===== src/mrte_pkg.sv =====
// Shared types and codes of the mesh route table engine.
// No dependencies; imported by mrte_scan, mesh_route_table_engine and both test files.
package mrte_pkg;

  typedef enum logic [1:0] {
    OP_RX   = 2'd0,
    OP_SEND = 2'd1,
    OP_TICK = 2'd2,
    OP_NONE = 2'd3
  } op_t;

  typedef enum logic [1:0] {
    CFG_NODE_ID  = 2'd0,
    CFG_MAX_HOPS = 2'd1,
    CFG_TIMEOUT  = 2'd2,
    CFG_BEACON   = 2'd3
  } cfg_idx_t;

  typedef enum logic [2:0] {
    ST_IDLE,
    ST_SCAN,
    ST_TAIL,
    ST_WRITE,
    ST_DONE
  } state_t;

  localparam logic [2:0] KIND_RREQ   = 3'd1;
  localparam logic [2:0] KIND_BEACON = 3'd4;

  localparam logic [7:0] ADDR_BCAST = 8'hFF;
  localparam logic [7:0] ADDR_NONE  = 8'h00;
  localparam logic [7:0] BEACON_TTL = 8'd1;
  localparam logic [7:0] DIRECT_HOP = 8'd1;

  // one route table entry; the valid mark lives in flops beside the RAM
  typedef struct packed {
    logic [7:0]  dst;
    logic [7:0]  via;
    logic [7:0]  hops;
    logic [31:0] stamp;
  } route_t;

  // scan results handed from the scan unit to the controller
  typedef struct packed {
    logic hit;
    logic free_found;
  } scan_flags_t;

endpackage


===== src/mrte_ram.sv =====
// Generic single-port-write, single-port-read RAM with registered read.
// No dependencies.
module mrte_ram #(
  parameter int WIDTH = 56,
  parameter int DEPTH = 16
) (
  input  logic                                    clk,
  input  logic                                    we,
  input  logic [(DEPTH > 1 ? $clog2(DEPTH) : 1)-1:0] waddr,
  input  logic [WIDTH-1:0]                        wdata,
  input  logic                                    re,
  input  logic [(DEPTH > 1 ? $clog2(DEPTH) : 1)-1:0] raddr,
  output logic [WIDTH-1:0]                        rdata
);

  logic [WIDTH-1:0] mem [DEPTH];

  always_ff @(posedge clk) begin
    if (we) begin
      mem[waddr] <= wdata;
    end
    if (re) begin
      rdata <= mem[raddr];
    end
  end

endmodule


===== src/mrte_scan.sv =====
// Scan unit: looks at one table entry per cycle and keeps the first match,
// the first free slot and the oldest slot. Depends on mrte_pkg.
module mrte_scan #(
  parameter int IDX_W = 4
) (
  input  logic                 clk,
  input  logic                 clear,
  input  logic                 pend,
  input  logic [IDX_W-1:0]     idx,
  input  mrte_pkg::route_t     ent,
  input  logic                 ent_valid,
  input  logic [7:0]           key,
  input  logic [31:0]          now,
  input  logic [31:0]          timeout,
  output mrte_pkg::scan_flags_t flags,
  output logic [IDX_W-1:0]     hit_idx,
  output logic [7:0]           hit_via,
  output logic [IDX_W-1:0]     free_idx,
  output logic [IDX_W-1:0]     old_idx,
  output logic                 stale
);
  import mrte_pkg::*;

  scan_flags_t      flags_r;
  logic [IDX_W-1:0] hit_idx_r, free_idx_r, old_idx_r;
  logic [7:0]       hit_via_r;
  logic [31:0]      old_age_r;
  logic [31:0]      age;

  assign age   = now - ent.stamp;
  assign stale = pend && ent_valid && (age > timeout);

  always_ff @(posedge clk) begin
    if (clear) begin
      flags_r <= '0;
    end else if (pend) begin
      if (!flags_r.hit && ent_valid && ent.dst == key) begin
        flags_r.hit <= 1'b1;
        hit_idx_r   <= idx;
        hit_via_r   <= ent.via;
      end
      if (!flags_r.free_found && !ent_valid) begin
        flags_r.free_found <= 1'b1;
        free_idx_r         <= idx;
      end
      // strict compare keeps the lowest index on a tie
      if (idx == '0 || age > old_age_r) begin
        old_age_r <= age;
        old_idx_r <= idx;
      end
    end
  end

  assign flags    = flags_r;
  assign hit_idx  = hit_idx_r;
  assign hit_via  = hit_via_r;
  assign free_idx = free_idx_r;
  assign old_idx  = old_idx_r;

endmodule


===== src/mesh_route_table_engine.sv =====
// Mesh route table engine: top level with control sequencer and registers.
// Depends on mrte_pkg, mrte_ram and mrte_scan.
//
// Usage:
//   Input channel (in_*): one item per handshake (valid high, stall low).
//   opcode 0 is a received header, 1 a send request, 2 a tick.
//   Output channel (out_*): exactly one result item per input item, in order.
//   Config port (cfg_*): write-only, one register per cycle with cfg_we;
//   write only while the block is idle.
// Timing:
//   Items that touch the table sweep all ROUTE_ENTRIES entries through the
//   one read port of the table RAM, one entry per cycle. A send request or
//   tick goes through the scan, tail and done states; a header that learns
//   a route adds the write state for the write back. Headers that learn
//   nothing and opcode 3 skip the sweep. The next item is accepted the
//   cycle after the result is loaded into the output register.
// Reset:
//   Synchronous, active low. Every table entry becomes invalid at once
//   (valid flags in flops), counters clear, registers take their defaults.
// Stall:
//   The result waits in the output register; a finished item holds in the
//   done state until the output register frees up.
module mesh_route_table_engine #(
  parameter int ROUTE_ENTRIES = 16,
  parameter int HEADER_BYTES  = 9
) (
  input  logic        clk,
  input  logic        rst_n,
  // configuration
  input  logic        cfg_we,
  input  logic [1:0]  cfg_index,
  input  logic [31:0] cfg_data,
  // input items
  input  logic        in_valid,
  output logic        in_stall,
  input  logic [1:0]  in_opcode,
  input  logic [31:0] in_now_ms,
  input  logic [2:0]  in_packet_kind,
  input  logic [7:0]  in_source_id,
  input  logic [7:0]  in_dest_id,
  input  logic [7:0]  in_prev_hop,
  input  logic [7:0]  in_hop_count,
  input  logic [7:0]  in_frame_length,
  // result items
  output logic        out_valid,
  input  logic        out_stall,
  output logic        out_delivered,
  output logic [7:0]  out_payload_length,
  output logic        out_emit_frame,
  output logic [7:0]  out_forward_id,
  output logic [7:0]  out_frame_ttl,
  output logic [15:0] out_sequence_number
);
  import mrte_pkg::*;

  localparam int IDX_W = (ROUTE_ENTRIES > 1) ? $clog2(ROUTE_ENTRIES) : 1;
  localparam logic [IDX_W-1:0] LAST_IDX = IDX_W'(ROUTE_ENTRIES - 1);
  localparam logic [7:0] HDR_LEN = 8'(HEADER_BYTES);

  // config registers
  logic [7:0]  node_id_r, max_hops_r;
  logic [31:0] timeout_r, beacon_int_r;

  // held item
  op_t         op_r;
  logic [31:0] now_r;
  logic [2:0]  kind_r;
  logic [7:0]  src_r, dst_r, prev_r, hops_r, flen_r;

  // control
  state_t            state_r, state_nxt;
  logic [IDX_W-1:0]  idx_r, idx_nxt;
  logic [IDX_W-1:0]  idx_d_r;
  logic              pend_r, pend_nxt;
  logic [ROUTE_ENTRIES-1:0] valid_r;
  logic [15:0]       seq_cnt_r;
  logic [31:0]       last_beacon_r;

  // output register
  logic        out_valid_r;
  logic        dlv_r, emit_r;
  logic [7:0]  plen_r, nh_r, ttl_r;
  logic [15:0] seq_r;

  logic in_accept, out_take, load_out;

  // RAM and scan hookup
  logic             ram_re, ram_we;
  logic [IDX_W-1:0] wr_slot;
  route_t           ram_rdata, ram_wdata;
  scan_flags_t      sflags;
  logic [IDX_W-1:0] hit_idx, free_idx, old_idx;
  logic [7:0]       hit_via, scan_key;
  logic             stale;

  // header decode
  logic       drop, relayed, is_beacon, learn_en, take, beacon_due, needs_scan;
  logic [7:0] l_via, l_hops;

  assign in_accept = in_valid && !in_stall;
  assign out_take  = out_valid_r && !out_stall;
  assign in_stall  = (state_r != ST_IDLE);

  assign drop      = (flen_r < HDR_LEN) || (hops_r >= max_hops_r);
  assign relayed   = (prev_r != ADDR_NONE) && (prev_r != ADDR_BCAST);
  assign is_beacon = (kind_r == KIND_BEACON);
  // for a relayed beacon the beacon values win over the relayed-header values in the one write
  assign learn_en  = (op_r == OP_RX) && !drop && (relayed || is_beacon);
  assign l_via     = is_beacon ? src_r : prev_r;
  assign l_hops    = is_beacon ? DIRECT_HOP : hops_r;
  assign take      = !drop && !is_beacon &&
                     ((dst_r == node_id_r) ||
                      (kind_r != KIND_RREQ && dst_r == ADDR_BCAST));
  assign beacon_due = (now_r - last_beacon_r) >= beacon_int_r;
  assign needs_scan = (op_r == OP_SEND) || (op_r == OP_TICK) || learn_en;
  assign scan_key   = (op_r == OP_SEND) ? dst_r : src_r;

  assign wr_slot = sflags.hit        ? hit_idx :
                   sflags.free_found ? free_idx : old_idx;
  assign ram_wdata = '{dst: src_r, via: l_via, hops: l_hops, stamp: now_r};

  mrte_ram #(
    .WIDTH ($bits(route_t)),
    .DEPTH (ROUTE_ENTRIES)
  ) u_table (
    .clk   (clk),
    .we    (ram_we),
    .waddr (wr_slot),
    .wdata (ram_wdata),
    .re    (ram_re),
    .raddr (idx_r),
    .rdata (ram_rdata)
  );

  mrte_scan #(
    .IDX_W (IDX_W)
  ) u_scan (
    .clk       (clk),
    .clear     (in_accept),
    .pend      (pend_r),
    .idx       (idx_d_r),
    .ent       (ram_rdata),
    .ent_valid (valid_r[idx_d_r]),
    .key       (scan_key),
    .now       (now_r),
    .timeout   (timeout_r),
    .flags     (sflags),
    .hit_idx   (hit_idx),
    .hit_via   (hit_via),
    .free_idx  (free_idx),
    .old_idx   (old_idx),
    .stale     (stale)
  );

  // sequencer: one item at a time, so table accesses never overlap
  always_comb begin
    state_nxt = state_r;
    idx_nxt   = idx_r;
    pend_nxt  = 1'b0;
    ram_re    = 1'b0;
    ram_we    = 1'b0;
    load_out  = 1'b0;
    case (state_r)
      ST_IDLE: begin
        idx_nxt = '0;
        if (in_accept) begin
          state_nxt = ST_SCAN;
        end
      end
      ST_SCAN: begin
        if (!needs_scan) begin
          state_nxt = ST_DONE;
        end else begin
          ram_re   = 1'b1;
          pend_nxt = 1'b1;
          if (idx_r == LAST_IDX) begin
            state_nxt = ST_TAIL;
          end else begin
            idx_nxt = idx_r + 1'b1;
          end
        end
      end
      ST_TAIL: begin
        state_nxt = learn_en ? ST_WRITE : ST_DONE;
      end
      ST_WRITE: begin
        ram_we    = 1'b1;
        state_nxt = ST_DONE;
      end
      ST_DONE: begin
        if (!out_valid_r || !out_stall) begin
          load_out  = 1'b1;
          state_nxt = ST_IDLE;
        end
      end
      default: state_nxt = ST_IDLE;
    endcase
  end

  always_ff @(posedge clk) begin
    if (!rst_n) begin
      state_r <= ST_IDLE;
      pend_r  <= 1'b0;
      idx_r   <= '0;
    end else begin
      state_r <= state_nxt;
      pend_r  <= pend_nxt;
      idx_r   <= idx_nxt;
    end
    idx_d_r <= idx_r;
  end

  // config registers
  always_ff @(posedge clk) begin
    if (!rst_n) begin
      node_id_r    <= 8'd1;
      max_hops_r   <= 8'd8;
      timeout_r    <= 32'd120000;
      beacon_int_r <= 32'd30000;
    end else if (cfg_we) begin
      case (cfg_idx_t'(cfg_index))
        CFG_NODE_ID:  node_id_r    <= cfg_data[7:0];
        CFG_MAX_HOPS: max_hops_r   <= cfg_data[7:0];
        CFG_TIMEOUT:  timeout_r    <= cfg_data;
        CFG_BEACON:   beacon_int_r <= cfg_data;
        default: ;
      endcase
    end
  end

  // item capture
  always_ff @(posedge clk) begin
    if (in_accept) begin
      op_r   <= op_t'(in_opcode);
      now_r  <= in_now_ms;
      kind_r <= in_packet_kind;
      src_r  <= in_source_id;
      dst_r  <= in_dest_id;
      prev_r <= in_prev_hop;
      hops_r <= in_hop_count;
      flen_r <= in_frame_length;
    end
  end

  // valid flags: tick clears stale entries as they stream past, learn sets
  always_ff @(posedge clk) begin
    if (!rst_n) begin
      valid_r <= '0;
    end else if (ram_we) begin
      valid_r[wr_slot] <= 1'b1;
    end else if (stale && op_r == OP_TICK) begin
      valid_r[idx_d_r] <= 1'b0;
    end
  end

  // sequence counter, beacon timer and output register
  always_ff @(posedge clk) begin
    if (!rst_n) begin
      seq_cnt_r     <= '0;
      last_beacon_r <= '0;
      out_valid_r   <= 1'b0;
    end else begin
      if (load_out) begin
        out_valid_r <= 1'b1;
        dlv_r  <= 1'b0;
        plen_r <= '0;
        emit_r <= 1'b0;
        nh_r   <= '0;
        ttl_r  <= '0;
        seq_r  <= '0;
        case (op_r)
          OP_RX: begin
            if (take) begin
              dlv_r  <= 1'b1;
              plen_r <= flen_r - HDR_LEN;
            end
          end
          OP_SEND: begin
            emit_r    <= 1'b1;
            nh_r      <= (dst_r != ADDR_BCAST && sflags.hit) ? hit_via : ADDR_BCAST;
            ttl_r     <= max_hops_r;
            seq_r     <= seq_cnt_r;
            seq_cnt_r <= seq_cnt_r + 16'd1;
          end
          OP_TICK: begin
            if (beacon_due) begin
              last_beacon_r <= now_r;
              emit_r        <= 1'b1;
              nh_r          <= ADDR_BCAST;
              ttl_r         <= BEACON_TTL;
              seq_r         <= seq_cnt_r;
              seq_cnt_r     <= seq_cnt_r + 16'd1;
            end
          end
          default: ;
        endcase
      end else if (out_take) begin
        out_valid_r <= 1'b0;
      end
    end
  end

  assign out_valid           = out_valid_r;
  assign out_delivered       = dlv_r;
  assign out_payload_length  = plen_r;
  assign out_emit_frame      = emit_r;
  assign out_forward_id      = nh_r;
  assign out_frame_ttl       = ttl_r;
  assign out_sequence_number = seq_r;

`ifndef ASSERT_OFF
  // a result shows up only after the sequencer finished an item
  a_out_from_done: assert property (@(posedge clk) disable iff (!rst_n)
    $rose(out_valid_r) |-> $past(state_r == ST_DONE))
    else $error("result without finished item");

  // the sequence counter only ever steps by one
  a_seq_step: assert property (@(posedge clk) disable iff (!rst_n)
    ($past(rst_n) && seq_cnt_r != $past(seq_cnt_r)) |->
      (seq_cnt_r == $past(seq_cnt_r) + 16'd1))
    else $error("sequence counter jumped");

  // at most one route is learned per cycle
  a_one_learn: assert property (@(posedge clk) disable iff (!rst_n)
    $past(rst_n) |-> ($countones(valid_r) <= $countones($past(valid_r)) + 1))
    else $error("more than one route learned at once");
`endif

endmodule


===== config.mk =====
export PLATFORM = sky130hd
export DESIGN_NAME = mesh_route_table_engine
export DESIGN_NICKNAME = d
export VERILOG_FILES = /design/src/mrte_pkg.sv /design/src/mrte_ram.sv /design/src/mrte_scan.sv /design/src/mesh_route_table_engine.sv
export SDC_FILE = /design/constraint.sdc
export NUM_CORES = 1
export LEC_CHECK = 0
export BUFFER_PORTS_ARGS = -buffer_cell sky130_fd_sc_hd__clkbuf_2
export CORE_MARGIN = 4
export CORE_UTILIZATION = 40
export DETAILED_ROUTE_END_ITERATION = 6
export PLACE_DENSITY = 0.62
export SYNTH_ARGS = -nofsm -noshare
export SYNTH_HDL_FRONTEND = slang
export SYNTH_SLANG_ARGS = --single-unit

===== constraint.sdc =====
create_clock -name clk -period 13.2 [get_ports clk]
set_clock_uncertainty 0.2 [all_clocks]
set_input_delay 1.32 -clock clk [delete_from_list [all_inputs] [get_ports clk]]
set_output_delay 1.32 -clock clk [all_outputs]
set_load 0.02 [all_outputs]

==> metrics.md <==
| Metric | Value |
|---|---|
| Status | finished clean |
| CP Capture Type | flip-flop |
| Synthesis-stage register bit count | 1146 |
| Hold Crit Class | reg2reg |
| Starting Density | 0.405 |
| Root Driver | clkbuf_16 |
| Number of failing hold endpoints at the final stage | 0 |
| Final nets | 3801 |
| Critical Path Fanout Max | 18 |
| Die width | 357 um |
| Area of the multi-input gates | 14800 um^2 |
| Boundary Pins | 160 |
| Setup Fix Bufs, Post-CTS | 0 |
| Static leakage | 19.1 nW |
| PwrDens | between 150 and 200 nW/um^2 |
| Maximum buffer depth of the clock tree | 3 |
| Pin count of the biggest net entering global routing | 123 |
| DR vias | 28637 |
| Dpl ws | 6140 ps |
| Routed Antenna Nets | 0 |
| Peak supply drop | just over 0.1 mV |
| CORE AREA | ~120000 um^2 |
| Critical path class | reg2reg |
| Post-Syn Instances | 3315 |
| CTS Hold Buffers Added | 0 |
| Worst-Margin Slew | ~1200 ps |
| Site Rows | 127 |
| GRT Resource Usage Total | 0.191 |
| Flop2flop setup slack | a little over 6000 ps |
| Flip-flop and latch area | 32800 um^2 |
| RSZ-0062 raised after global routing | no |
| Die area | roughly 130000 um^2 |
| Max Cap Violations | 0 |
| Worst-path clk slew | 60 ps |
| Async SR Flop Fraction | 0 |
| PortBufs | 159 |
| CTS tree | built |
| Final setup viols | 0 |
| Final worst slack | 6110 ps |
| Routed wire length | 124000 um |
| Vias in the first global route | 28081 |
| Post-route clock period utilization | 0.537 |
| Critical Path RT | 13440 ps |
| Syn_area_per_cell | ~15 um^2 |
| Met2 WL | 56700 um |
| Vias per inst | 5.48 |
| Synth area leaders | edfxtp_1 61%, dfxtp_1 6.5%, mux4_2 4.7% |
| Filler instances | 10440 |
| Setup TNS | 0 ps |
| Pwr Total | 0.00851 W |
| H-Tree Depth | 3 |
| Main synth FF type | edfxtp_1 |
| Tmin final | 7090 ps |
| Ratio of cells with drive above 1 in the final layout | 0.166 |
| CTS Buf Count | 112 |
| Crit path launch type | flip-flop |
| Detail Placement HPWL | 74800 um |
| Antenna violations before repair | 6 |
| Mapped Nets | 3605 |
| WL/cell | 23.8 um |
| DR pass1 iterations | 6 |
| Met3 Routed Length | 9270 um |
| First-pass GRT wire length | about 180000 um |
| Clock Latency Late Sink | 700 ps |
| Met1 WL | 55500 um |
| Critical Path AT | between 7000 and 8000 ps |
| # resized after CTS | 0 |
| Top sig layer | met4 |
| CTS Sinks | 1146 |
| Total grt overflow | 0 |
| Rel. slew slack | 0.204 |
| Area leader, netlist | edfxtp_1 |
| Area delta synth->final | 13.2% |
| Synth unique cells | 84 |
| Global placer's final weighted congestion | 0.855 |
| Starting DRT DRC Count | 2537 |
| Fmax | 141 MHz |
| Number of synthesized flops with an enable pin | 987 |
| Mapped Area | just under 50000 um^2 |
| Sequential area share after synthesis | 0.672 |
| Max-slew violations | 0 |
| Top-area cell type share of the netlist area | 0.607 |
| Die Y-Extent | 357 um |
| Yosys warning total | 0 |
| Number of remaining DRC errors | 0 |
[cells in the mapped netlist (all sizes together), types with 21 or more instances]
cell    instances
a22oi          50
buf            41
a21oi         197
dfxtp         159
nor2          144
o21a           21
mux4          101
xnor2          55
o21ai         148
edfxtp        987
clkbuf         98
ha            172
mux2           56
mux2i         208
a221oi         51
inv           208
nand4          34
nand2         230
a21o           60
xor2           23
[sequential cells by signal (all words and copies together), names as in the netlist, 16 cells and up]
name / count
seq_cnt_r: 16
valid_r: 16
beacon_int_r: 32
u_table.rdata: 48
timeout_r: 32
last_beacon_r: 32
u_table.mem: 768
out_sequence_number: 16
u_scan.old_age_r: 32
now_r: 32
[path summary, 6_finish.rpt]
path                            cells after the start              start                     end
worst max-delay path                               23           now_r[0]  out_sequence_number[4]
worst min-delay path                                0  u_table.rdata[44]       u_scan.hit_via[4]
worst max register to register                     23           now_r[0]  out_sequence_number[4]
worst min register to register                      0  u_table.rdata[44]       u_scan.hit_via[4]
[metrics by stage]
step | hold slack [ps] | utilization | instance area [um^2] | std cells
finish | 215 | 0.458 | 55300 | 5221
global route | 229 | 0.458 | 55300 | 5219
CTS | 220 | 0.458 | 55300 | 5219
detailed placement | 208 | 0.429 | 51700 | 5009
global placement | 202 | 0.429 | 51700 | 5009
floorplan | 129 | - | 48800 | 3315
[area by class of cell]
class                           count  share of cell area
Timing Repair Buffer              221              0.0231
Antenna cell                        2           0.0000906
Tap cell                         1612              0.0365
Clock inverter                     58             0.00915
Clock buffer                      152              0.0548
Multi-Input combinational cell   1821               0.268
Sequential cell                  1146               0.594
Inverter                          209              0.0143
[logic make-up after synthesis]
| family | Yosys count | share of synthesized area |
|---|---|---|
| XOR/XNOR | 78 | 0.0140 |
| multiplexers | 365 | 0.102 |
| buffers and inverters | 348 | 0.0273 |
| flip-flops | 1146 | 0.672 |
| adder cells (fa/ha/maj) | 174 | 0.0449 |
| AO/OA/AOI/OAI | 631 | 0.0842 |
| AND/OR/NAND/NOR | 573 | 0.0549 |
[worst max-delay path, cell delays in order, from the launching register on]
cell	delay, ps
edfxtp_1	620
inv_1	170
ha_1	170
inv_1	60
fa_1	400
a21o_1	200
a221oi_2	340
nor2_2	120
o41ai_2	470
o21ba_2	260
o21a_2	160
o21a_4	160
nor4bb_1	60
a311o_1	300
ha_1	190
a21o_1	150
a21o_1	170
a21oi_1	140
o31ai_1	80
a211oi_1	440
a21boi_4	200
o21ai_1	930
inv_1	510
and2_1	330
[report_power, final]
part           total, W  internal, W  switching [W]
registers       0.00420      0.00410      0.0000997
clock network   0.00310      0.00174        0.00135
logic           0.00121     0.000484       0.000723
total           0.00851      0.00633        0.00217
[layout by cell type, fill, tap and decap left out, types with 12 or more instances in the layout]
master and n:
a21oi_1 196, nand3_1 20, ha_1 172, clkinv_1 20, clkinv_2 20, nor4_1 15
clkbuf_1 35, clkbuf_2 159, o211ai_1 19, nor3_1 16, a21o_1 60, nand4_1 34
edfxtp_1 987, mux2i_1 208, a221oi_1 50, nor2_1 125, and3_1 17, and2_1 17
nor2_4 16, inv_1 207, o21a_1 19, mux4_2 101, nor2b_1 15, xnor2_1 55
a22oi_1 50, dfxtp_1 155, mux2_2 56, a211oi_1 12, buf_4 61, nand2b_1 19
nand2_1 229, clkbuf_16 114, xor2_1 23, o21ai_0 143
[metal layers]
layer,GRT usage,vias to the layer above
li1,-,13032
met1,0.277,14486
met5,0,-
met4,0.0472,0
met2,0.301,961
met3,0.0326,158
No activity file was read; power rests on OpenSTA's default activity.
